[config.mk]
export PLATFORM = sky130hd
export DESIGN_NAME = fir_filter_circular_buffer
export DESIGN_NICKNAME = d
export VERILOG_FILES = /design/src/rtl/fircb_pkg.sv /design/src/rtl/fircb_ram.sv /design/src/rtl/fir_filter_circular_buffer.sv
export SDC_FILE = /design/constraint.sdc
export NUM_CORES = 2
export LEC_CHECK = 0
export BUFFER_PORTS_ARGS = -buffer_cell sky130_fd_sc_hd__buf_2
export CAP_MARGIN = 25
export CORE_MARGIN = 2
export CORE_UTILIZATION = 64
export DETAILED_ROUTE_END_ITERATION = 16
export GPL_TIMING_DRIVEN = 0
export HOLD_SLACK_MARGIN = 0.12
export PLACE_DENSITY = 0.81
export SYNTH_ARGS = -nofsm -noshare
export SYNTH_HDL_FRONTEND = slang
export SYNTH_HIERARCHICAL = 1
export SYNTH_SLANG_ARGS = --single-unit
[constraint.sdc]
create_clock -name clk -period 9 [get_ports clk]
set_input_delay 0.45 -clock clk [delete_from_list [all_inputs] [get_ports clk]]
set_output_delay 0.45 -clock clk [all_outputs]
set_load 0.02 [all_outputs]
[src/rtl/fircb_pkg.sv]
// ----------------------------------------------------------------------------
// fircb_pkg
// shared constants and types for the circular-buffer fir filter
// ----------------------------------------------------------------------------
package fircb_pkg;

  // number of filter taps (delay line and coefficient store depth)
  localparam int TAPS = 32;

  // index width into the tap memories
  localparam int IDX_W = (TAPS > 1) ? $clog2(TAPS) : 1;

  // field widths of the stream items
  localparam int TAP_FIELD_W = 5;
  localparam int SAMPLE_W    = 16;
  localparam int PROD_W      = 2 * SAMPLE_W;
  localparam int OUT_W       = 37;

  // packed bus widths, padded to whole bytes
  localparam int IN_DATA_W  = ((TAP_FIELD_W + SAMPLE_W + 7) / 8) * 8;
  localparam int OUT_DATA_W = ((OUT_W + 7) / 8) * 8;

  // request kinds carried on tuser
  typedef enum logic {
    KIND_SAMPLE = 1'b0,
    KIND_COEF   = 1'b1
  } kind_t;

endpackage

[src/rtl/fircb_ram.sv]
// ----------------------------------------------------------------------------
// fircb_ram
// generic simple dual-port ram, one write port, one registered read port
// ----------------------------------------------------------------------------
module fircb_ram #(
  parameter int WIDTH = 16,
  parameter int DEPTH = 32,
  parameter int AW    = (DEPTH > 1) ? $clog2(DEPTH) : 1
) (
  input  logic             clk,
  input  logic             we,
  input  logic [AW-1:0]    waddr,
  input  logic [WIDTH-1:0] wdata,
  input  logic [AW-1:0]    raddr,
  output logic [WIDTH-1:0] rdata
);

  logic [WIDTH-1:0] mem [DEPTH];

  always_ff @(posedge clk) begin
    if (we) begin
      mem[waddr] <= wdata;
    end
    rdata <= mem[raddr];
  end

endmodule

[src/rtl/fir_filter_circular_buffer.sv]
// ----------------------------------------------------------------------------
// fir_filter_circular_buffer
// direct-form fir filter with a circular delay line and one shared mac
// ----------------------------------------------------------------------------
// usage:
//   requests enter on the in_ stream. tuser carries the kind: a sample
//   request writes the newest sample over the oldest delay line slot and
//   produces one filtered result; a coefficient request writes one tap
//   (tap_index beyond the tap count is dropped) and produces no result.
//   results leave on the out_ stream as a 37-bit signed sum in q.30 scale.
// timing:
//   a sample request runs TAPS reads of both tap memories through one
//   multiplier and one accumulator, one tap per cycle; the reads, the
//   product and the accumulator are registered in turn, and the finished
//   sum is then loaded into the output register. in_tready stays low while
//   a sample is in flight, so the next request is taken only after its
//   result is loaded into the output register.
// stall:
//   the output register parts the two sides; the next request is taken
//   while a result still waits. a finished sum waits in the accumulator
//   until the output register is free, with in_tready low.
// reset:
//   rst_n is synchronous, active low. the write pointer is reset to zero,
//   and the delay line and the coefficients read as zero afterwards through
//   per-entry valid bits, so no clearing pass is needed.
// ----------------------------------------------------------------------------
module fir_filter_circular_buffer (
  input  logic                             clk,
  input  logic                             rst_n,
  // request stream
  input  logic                             in_tvalid,
  output logic                             in_tready,
  // [4:0] tap_index, [20:5] value, [23:21] zero
  input  logic [fircb_pkg::IN_DATA_W-1:0]  in_tdata,
  // [0] kind
  input  logic                             in_tuser,
  // result stream
  output logic                             out_tvalid,
  input  logic                             out_tready,
  // [36:0] filtered, [39:37] zero
  output logic [fircb_pkg::OUT_DATA_W-1:0] out_tdata
);

  localparam int IDX_W = fircb_pkg::IDX_W;
  localparam int SW    = fircb_pkg::SAMPLE_W;
  localparam int PW    = fircb_pkg::PROD_W;
  localparam int OW    = fircb_pkg::OUT_W;
  localparam int TFW   = fircb_pkg::TAP_FIELD_W;

  typedef enum logic [1:0] {
    S_IDLE,
    S_RUN,
    S_FLUSH
  } state_t;

  // control state
  state_t                   state_r;
  logic [IDX_W-1:0]         wp_r;       // slot of the oldest sample
  logic [IDX_W-1:0]         k_r;        // tap being read
  logic [IDX_W-1:0]         slot_r;     // delay line slot for tap k
  logic [fircb_pkg::TAPS-1:0] dl_vld_r;
  logic [fircb_pkg::TAPS-1:0] cf_vld_r;
  logic                     rd_v_r;
  logic                     rd_last_r;
  logic                     mul_v_r;
  logic                     mul_last_r;
  logic                     done_r;
  logic                     out_tvalid_r;

  // datapath
  logic                     dvld_r;
  logic                     cvld_r;
  logic signed [PW-1:0]     prod_r;
  logic [OW-1:0]            acc_r;
  logic [OW-1:0]            out_data_r;

  // request decode
  logic                     in_fire;
  logic                     is_samp;
  logic                     is_coef;
  logic                     tap_ok;
  logic [31:0]              tap_wide;
  logic [IDX_W-1:0]         coef_waddr;
  logic signed [SW-1:0]     in_value;
  logic                     issue;
  logic                     issue_last;
  logic                     out_load;

  // memory read data
  logic [SW-1:0]            dl_rdata;
  logic [SW-1:0]            cf_rdata;
  logic signed [SW-1:0]     samp_s;
  logic signed [SW-1:0]     coef_s;

  always_comb begin
    in_tready  = (state_r == S_IDLE);
    in_fire    = in_tvalid & in_tready;
    in_value   = in_tdata[TFW +: SW];
    tap_wide   = 32'(in_tdata[TFW-1:0]);
    tap_ok     = (tap_wide < 32'(fircb_pkg::TAPS));
    coef_waddr = tap_wide[IDX_W-1:0];
    is_samp    = in_fire & (in_tuser == fircb_pkg::KIND_SAMPLE);
    is_coef    = in_fire & (in_tuser == fircb_pkg::KIND_COEF) & tap_ok;
    issue      = (state_r == S_RUN);
    issue_last = issue & (k_r == IDX_W'(fircb_pkg::TAPS - 1));
    out_load   = (state_r == S_FLUSH) & done_r & (~out_tvalid_r | out_tready);
    // entries never written read as zero
    samp_s     = dvld_r ? dl_rdata : '0;
    coef_s     = cvld_r ? cf_rdata : '0;
  end

  fircb_ram #(
    .WIDTH (SW),
    .DEPTH (fircb_pkg::TAPS),
    .AW    (IDX_W)
  ) u_delay_ram (
    .clk   (clk),
    .we    (is_samp),
    .waddr (wp_r),
    .wdata (in_value),
    .raddr (slot_r),
    .rdata (dl_rdata)
  );

  fircb_ram #(
    .WIDTH (SW),
    .DEPTH (fircb_pkg::TAPS),
    .AW    (IDX_W)
  ) u_coef_ram (
    .clk   (clk),
    .we    (is_coef),
    .waddr (coef_waddr),
    .wdata (in_value),
    .raddr (k_r),
    .rdata (cf_rdata)
  );

  // control: state, pointers, valid bits, pipeline flags, output valid
  always_ff @(posedge clk) begin
    if (!rst_n) begin
      state_r      <= S_IDLE;
      wp_r         <= '0;
      k_r          <= '0;
      slot_r       <= '0;
      dl_vld_r     <= '0;
      cf_vld_r     <= '0;
      rd_v_r       <= 1'b0;
      rd_last_r    <= 1'b0;
      mul_v_r      <= 1'b0;
      mul_last_r   <= 1'b0;
      done_r       <= 1'b0;
      out_tvalid_r <= 1'b0;
    end else begin
      unique case (state_r)
        S_IDLE: begin
          if (is_samp) begin
            state_r        <= S_RUN;
            k_r            <= '0;
            slot_r         <= wp_r;
            dl_vld_r[wp_r] <= 1'b1;
            wp_r <= (wp_r == IDX_W'(fircb_pkg::TAPS - 1)) ? '0 : wp_r + 1'b1;
          end
          if (is_coef) begin
            cf_vld_r[coef_waddr] <= 1'b1;
          end
        end
        S_RUN: begin
          k_r    <= k_r + 1'b1;
          // walk back from the newest sample
          slot_r <= (slot_r == '0) ? IDX_W'(fircb_pkg::TAPS - 1) : slot_r - 1'b1;
          if (issue_last) begin
            state_r <= S_FLUSH;
          end
        end
        S_FLUSH: begin
          if (out_load) begin
            state_r <= S_IDLE;
          end
        end
        default: state_r <= S_IDLE;
      endcase

      rd_v_r     <= issue;
      rd_last_r  <= issue_last;
      mul_v_r    <= rd_v_r;
      mul_last_r <= rd_last_r;

      if (out_load) begin
        done_r <= 1'b0;
      end else if (mul_v_r & mul_last_r) begin
        done_r <= 1'b1;
      end

      if (out_load) begin
        out_tvalid_r <= 1'b1;
      end else if (out_tready) begin
        out_tvalid_r <= 1'b0;
      end
    end
  end

  // datapath: read masks, product, accumulator, output data
  always_ff @(posedge clk) begin
    dvld_r <= dl_vld_r[slot_r];
    cvld_r <= cf_vld_r[k_r];
    prod_r <= samp_s * coef_s;
    if (is_samp) begin
      acc_r <= '0;
    end else if (mul_v_r) begin
      // sum wraps to the output width
      acc_r <= acc_r + {{(OW - PW){prod_r[PW-1]}}, prod_r};
    end
    if (out_load) begin
      out_data_r <= acc_r;
    end
  end

  assign out_tvalid = out_tvalid_r;
  assign out_tdata  = {{(fircb_pkg::OUT_DATA_W - OW){1'b0}}, out_data_r};

  // a coefficient write never produces a result
  a_coef_no_result: assert property (@(posedge clk) disable iff (!rst_n)
    (in_fire && in_tuser == fircb_pkg::KIND_COEF) |=> !out_load)
    else $error("coefficient write produced a result");

  // a sample starts the tap walk on the next cycle at tap zero
  a_samp_starts_run: assert property (@(posedge clk) disable iff (!rst_n)
    is_samp |=> (state_r == S_RUN && k_r == '0))
    else $error("sample did not start tap walk");

  // nothing is in flight while requests are taken
  a_idle_empty: assert property (@(posedge clk) disable iff (!rst_n)
    in_tready |-> (!rd_v_r && !mul_v_r && !done_r))
    else $error("request taken with mac in flight");

  // the last product is flagged only with a valid product
  a_last_valid: assert property (@(posedge clk) disable iff (!rst_n)
    mul_last_r |-> mul_v_r)
    else $error("last flag without valid product");

  // the result register is loaded only once the sum is complete
  a_load_done: assert property (@(posedge clk) disable iff (!rst_n)
    out_load |-> (done_r && !mul_v_r))
    else $error("result loaded before sum complete");

endmodule

==> results by group <==
Status
  – Run status: finished clean

Critical path
  – Worst Setup SP: cvld_r
  – Reg2Reg Setup Slack: ~0.96 ns
  – CP max-delay cell: fa_1
  – Kind of critical path: reg2reg
  – Crit-path max cell delay: about 0.74 ns
  – CP required: 9.57 ns
  – CP Max Fanout: 10
  – CP Launch Type: flip-flop
  – Arrival time worst endpoint: 8.60 ns
  – Worst Reg2Reg Path Length in Cells: 22
  – RR Endpoint: prod_r[31]
  – CP cell instances: clkbuf_1, clkbuf_1, clkbuf_1, nand3_1, fa_1, inv_1, fa_1, fa_1, fa_1, fa_1, inv_1, fa_1, inv_1, ha_1, a21o_1, a21oi_1, or4b_1, o221ai_1, o2111ai_1, a21o_1, a21oi_1, xnor2_1
  – CP most frequent cell: fa_1
  – Worst reg2reg path startpoint: cvld_r
  – Worst Setup End Kind: flip-flop

Min path
  – Worst Hold Path EP: slot_r[2]
  – Hold Crit Class: in2reg
  – Hold path depth: 2
  – Hold Path Origin: rst_n

Clock network
  – Clock Sinks: 1,251
  – TritonCTS Buffers: 119
  – Clk Latency, worst-skew pair: 0.73 ns
  – Root buf cell: clkbuf_16
  – H-tree levels: 3
  – Reg clk slew, reported paths: 0.06 ns
  – CTS tree: done
  – Max clock buf depth: 3

STA
  – Fin. Hold Viols: 0
  – Worst setup margin: 0.964 ns
  – Final Cycle Share: 89.3%
  – Unrepaired setup endpoints after global routing: false
  – Slew Viols, Final: 0
  – Worst slew pin tran: around 1.1 ns
  – Setup_tns: 0 ns
  – Layout Skew: 0.0607 ns
  – Fmax: between 100 and 150 MHz
  – Relative slew slack: 29.0%
  – Final min period: 8.04 ns
  – Final Setup Violations: 0

Layout
  – Multi-input gate area: 0.0215 mm2
  – Fin nets: 4,965
  – Area growth from synthesis to layout: 11.1%
  – Fill count: 5,822
  – Share of layout cells above drive strength 1: 10.4%
  – Sequential Area: ~0.036 mm2

Route
  – Routed WL: about 150,000 um
  – Detail Route Antenna Nets: 0
  – DR pass1 iterations: 8
  – Starting DRT DRC Count: 4,367
  – DRC: 0
  – Routed via count: 36,931
  – Vias per cell: 6.26
  – Wire per inst: 24.8 um

Yosys
  – Async S/R FF share, synth: 0%
  – Synth area leader: edfxtp_1
  – Most used DFF post-synth: edfxtp_1
  – Yosys cell types: 81
  – Count leader, synth: edfxtp_1
  – Post-synth EDFFs: 1,061
  – Area share of the largest cell type after synthesis: a little over half
  – Top cells by count, synth: edfxtp_1 (1,061), mux2i_1 (526), inv_1 (318)
  – Register area share after synthesis: 59.8%
  – Mean post-synth cell area: 13.9 um2
  – Post-Syn Area: between 0.05 and 0.06 mm2
  – Post-Syn Instances: 4,303
  – Synthesized flop and latch total: 1,251
  – Top post-synthesis cells by area: edfxtp_1 (53%), fa_1 (8.8%), mux2i_1 (8.8%)
  – Warnings, synthesis: 6

Global route
  – First-pass GRT wire length: 218,000 um
  – Initial antenna violation count: 1
  – Gr usage total: 30.8%
  – Pin count of the biggest net entering global routing: 65
  – Vias in the first global route: approximately 37,000
  – Total gr overflow: 0

Floorplanning
  – Initial Utilization: 64.8%
  – Ports: 71
  – Row count: 111
  – Core Area: 0.0921 mm2
  – Die Y: 309 um
  – Chip Width: around 310 um
  – Full die area: between 0.09 and 0.1 mm2

Power and ir drop
  – Pwr/cell area: 183 mW/mm2
  – Total Power: 12.1 mW
  – Cell internal pwr: 9.40 mW
  – Peak supply drop: 0.000260 V
  – Leakage: 23.8 nW
  – Clk pwr share: 40.7%
  – Sw Pwr: around 2.7 mW
  – Sw frac: about 22%
  – Comb power frac: 6.9%
  – Reg power frac: 52.4%

Job
  – Max-Cap Viols: 0

Placement
  – GP Congestion: 1.01
  – Placement Setup Slack: roughly 1.1 ns
  – Post-DP HPWL: 101,000 um
  – I/O Buffers: 63
sequential cells by signal (all words and copies together), names as in the netlist, 16 cells and up:
name / cells
u_coef_ram/mem: 512
u_delay_ram/mem: 512
acc_r: 37
out_data_r: 37
cf_vld_r: 32
dl_vld_r: 32
prod_r: 32
u_coef_ram/rdata: 16
u_delay_ram/rdata: 16
layout by cell type (no fill, tap or decap), types with 126 or more instances in the layout:
cell / count
edfxtp_1: 1061
dfxtp_1: 190
a22oi_1: 131
mux2i_1: 526
ha_1: 126
a21oi_1: 178
inv_1: 318
fa_1: 263
nand2_1: 250
nor2_1: 264
timing repair:
action | CTS | global route
setup buffers | 0 | 0
gates resized for setup | 0 | 0
hold buffers | 2 | 0
endpoints found under the hold margin | 30 | 0
area by class of cell:
type	instances	share of cell area, %
Sequential cell	1251	53.8
Multi-Input combinational cell	2520	32.4
Clock buffer	154	4.82
Tap cell	1243	2.35
Buffer	214	2.10
Inverter	320	1.81
Timing Repair Buffer	121	1.63
Clock inverter	73	1.05
Antenna cell	1	0.00378
kinds of logic after synthesis:
| group | synth area share (%) |
|---|---|
| fa+ha+maj | 11.5 |
| simple gates | 7.37 |
| mux | 9.62 |
| other cells | 0.00629 |
| buf+inv | 4.35 |
| compound gates | 6.60 |
| flops | 59.8 |
| xor+xnor | 0.807 |
worst max-delay path: cells and delay by family, from the launching register on:
family | cells | cell delay (ns)
buffers and inverters | 6 | 1.53
AND/OR/NAND/NOR | 2 | 0.63
AO/OA/AOI/OAI | 6 | 1.36
XOR/XNOR | 1 | 0.19
flip-flops | 1 | 0.56
adder cells (fa/ha/maj) | 7 | 3.62
power groups by stage:
stage               Combinational, mW  Clock (mW)  Sequential (mW)
global placement                0.769           0             6.48
detailed placement              0.803           0             6.48
global route                    0.864        5.19             6.36
finish                          0.833        4.93             6.36
floorplan                       0.478           0             6.47
CTS                             0.812        4.98             6.36
how the worst max path moves through the flow:
stage | to | slack [ns] | cells after the start
2_1_floorplan | prod_r[31] | 2.33 | 23
3_3_place_gp | prod_r[31] | 1.24 | 21
3_5_place_dp | prod_r[31] | 1.10 | 21
4_1_cts | prod_r[31] | 1.03 | 21
5_1_grt | prod_r[31] | 0.58 | 21
6_report | prod_r[31] | 0.96 | 22
per-layer routing:
metal | GRT usage, % | part of all wire [%]
met2 | 50.6 | 48
met3 | 5.63 | 9.3
met4 | 13.6 | 4.8
met1 | 40.6 | 38
met5 | 0 | 0
through the flow:
step | utilization [%] | hold WS [ns] | instances | cell area [um2]
6_report | 72.0 | 0.154 | 5897 | 66300
5_1_grt | 72.0 | 0.163 | 5896 | 66300
4_1_cts | 72.0 | 0.125 | 5895 | 66300
3_5_place_dp | 67.7 | 0.427 | 5666 | 62300
3_3_place_gp | 66.8 | 0.417 | 5611 | 61500
2_1_floorplan | - | 0.412 | 4305 | 59700
No activity file was read; power rests on OpenSTA's default activity.
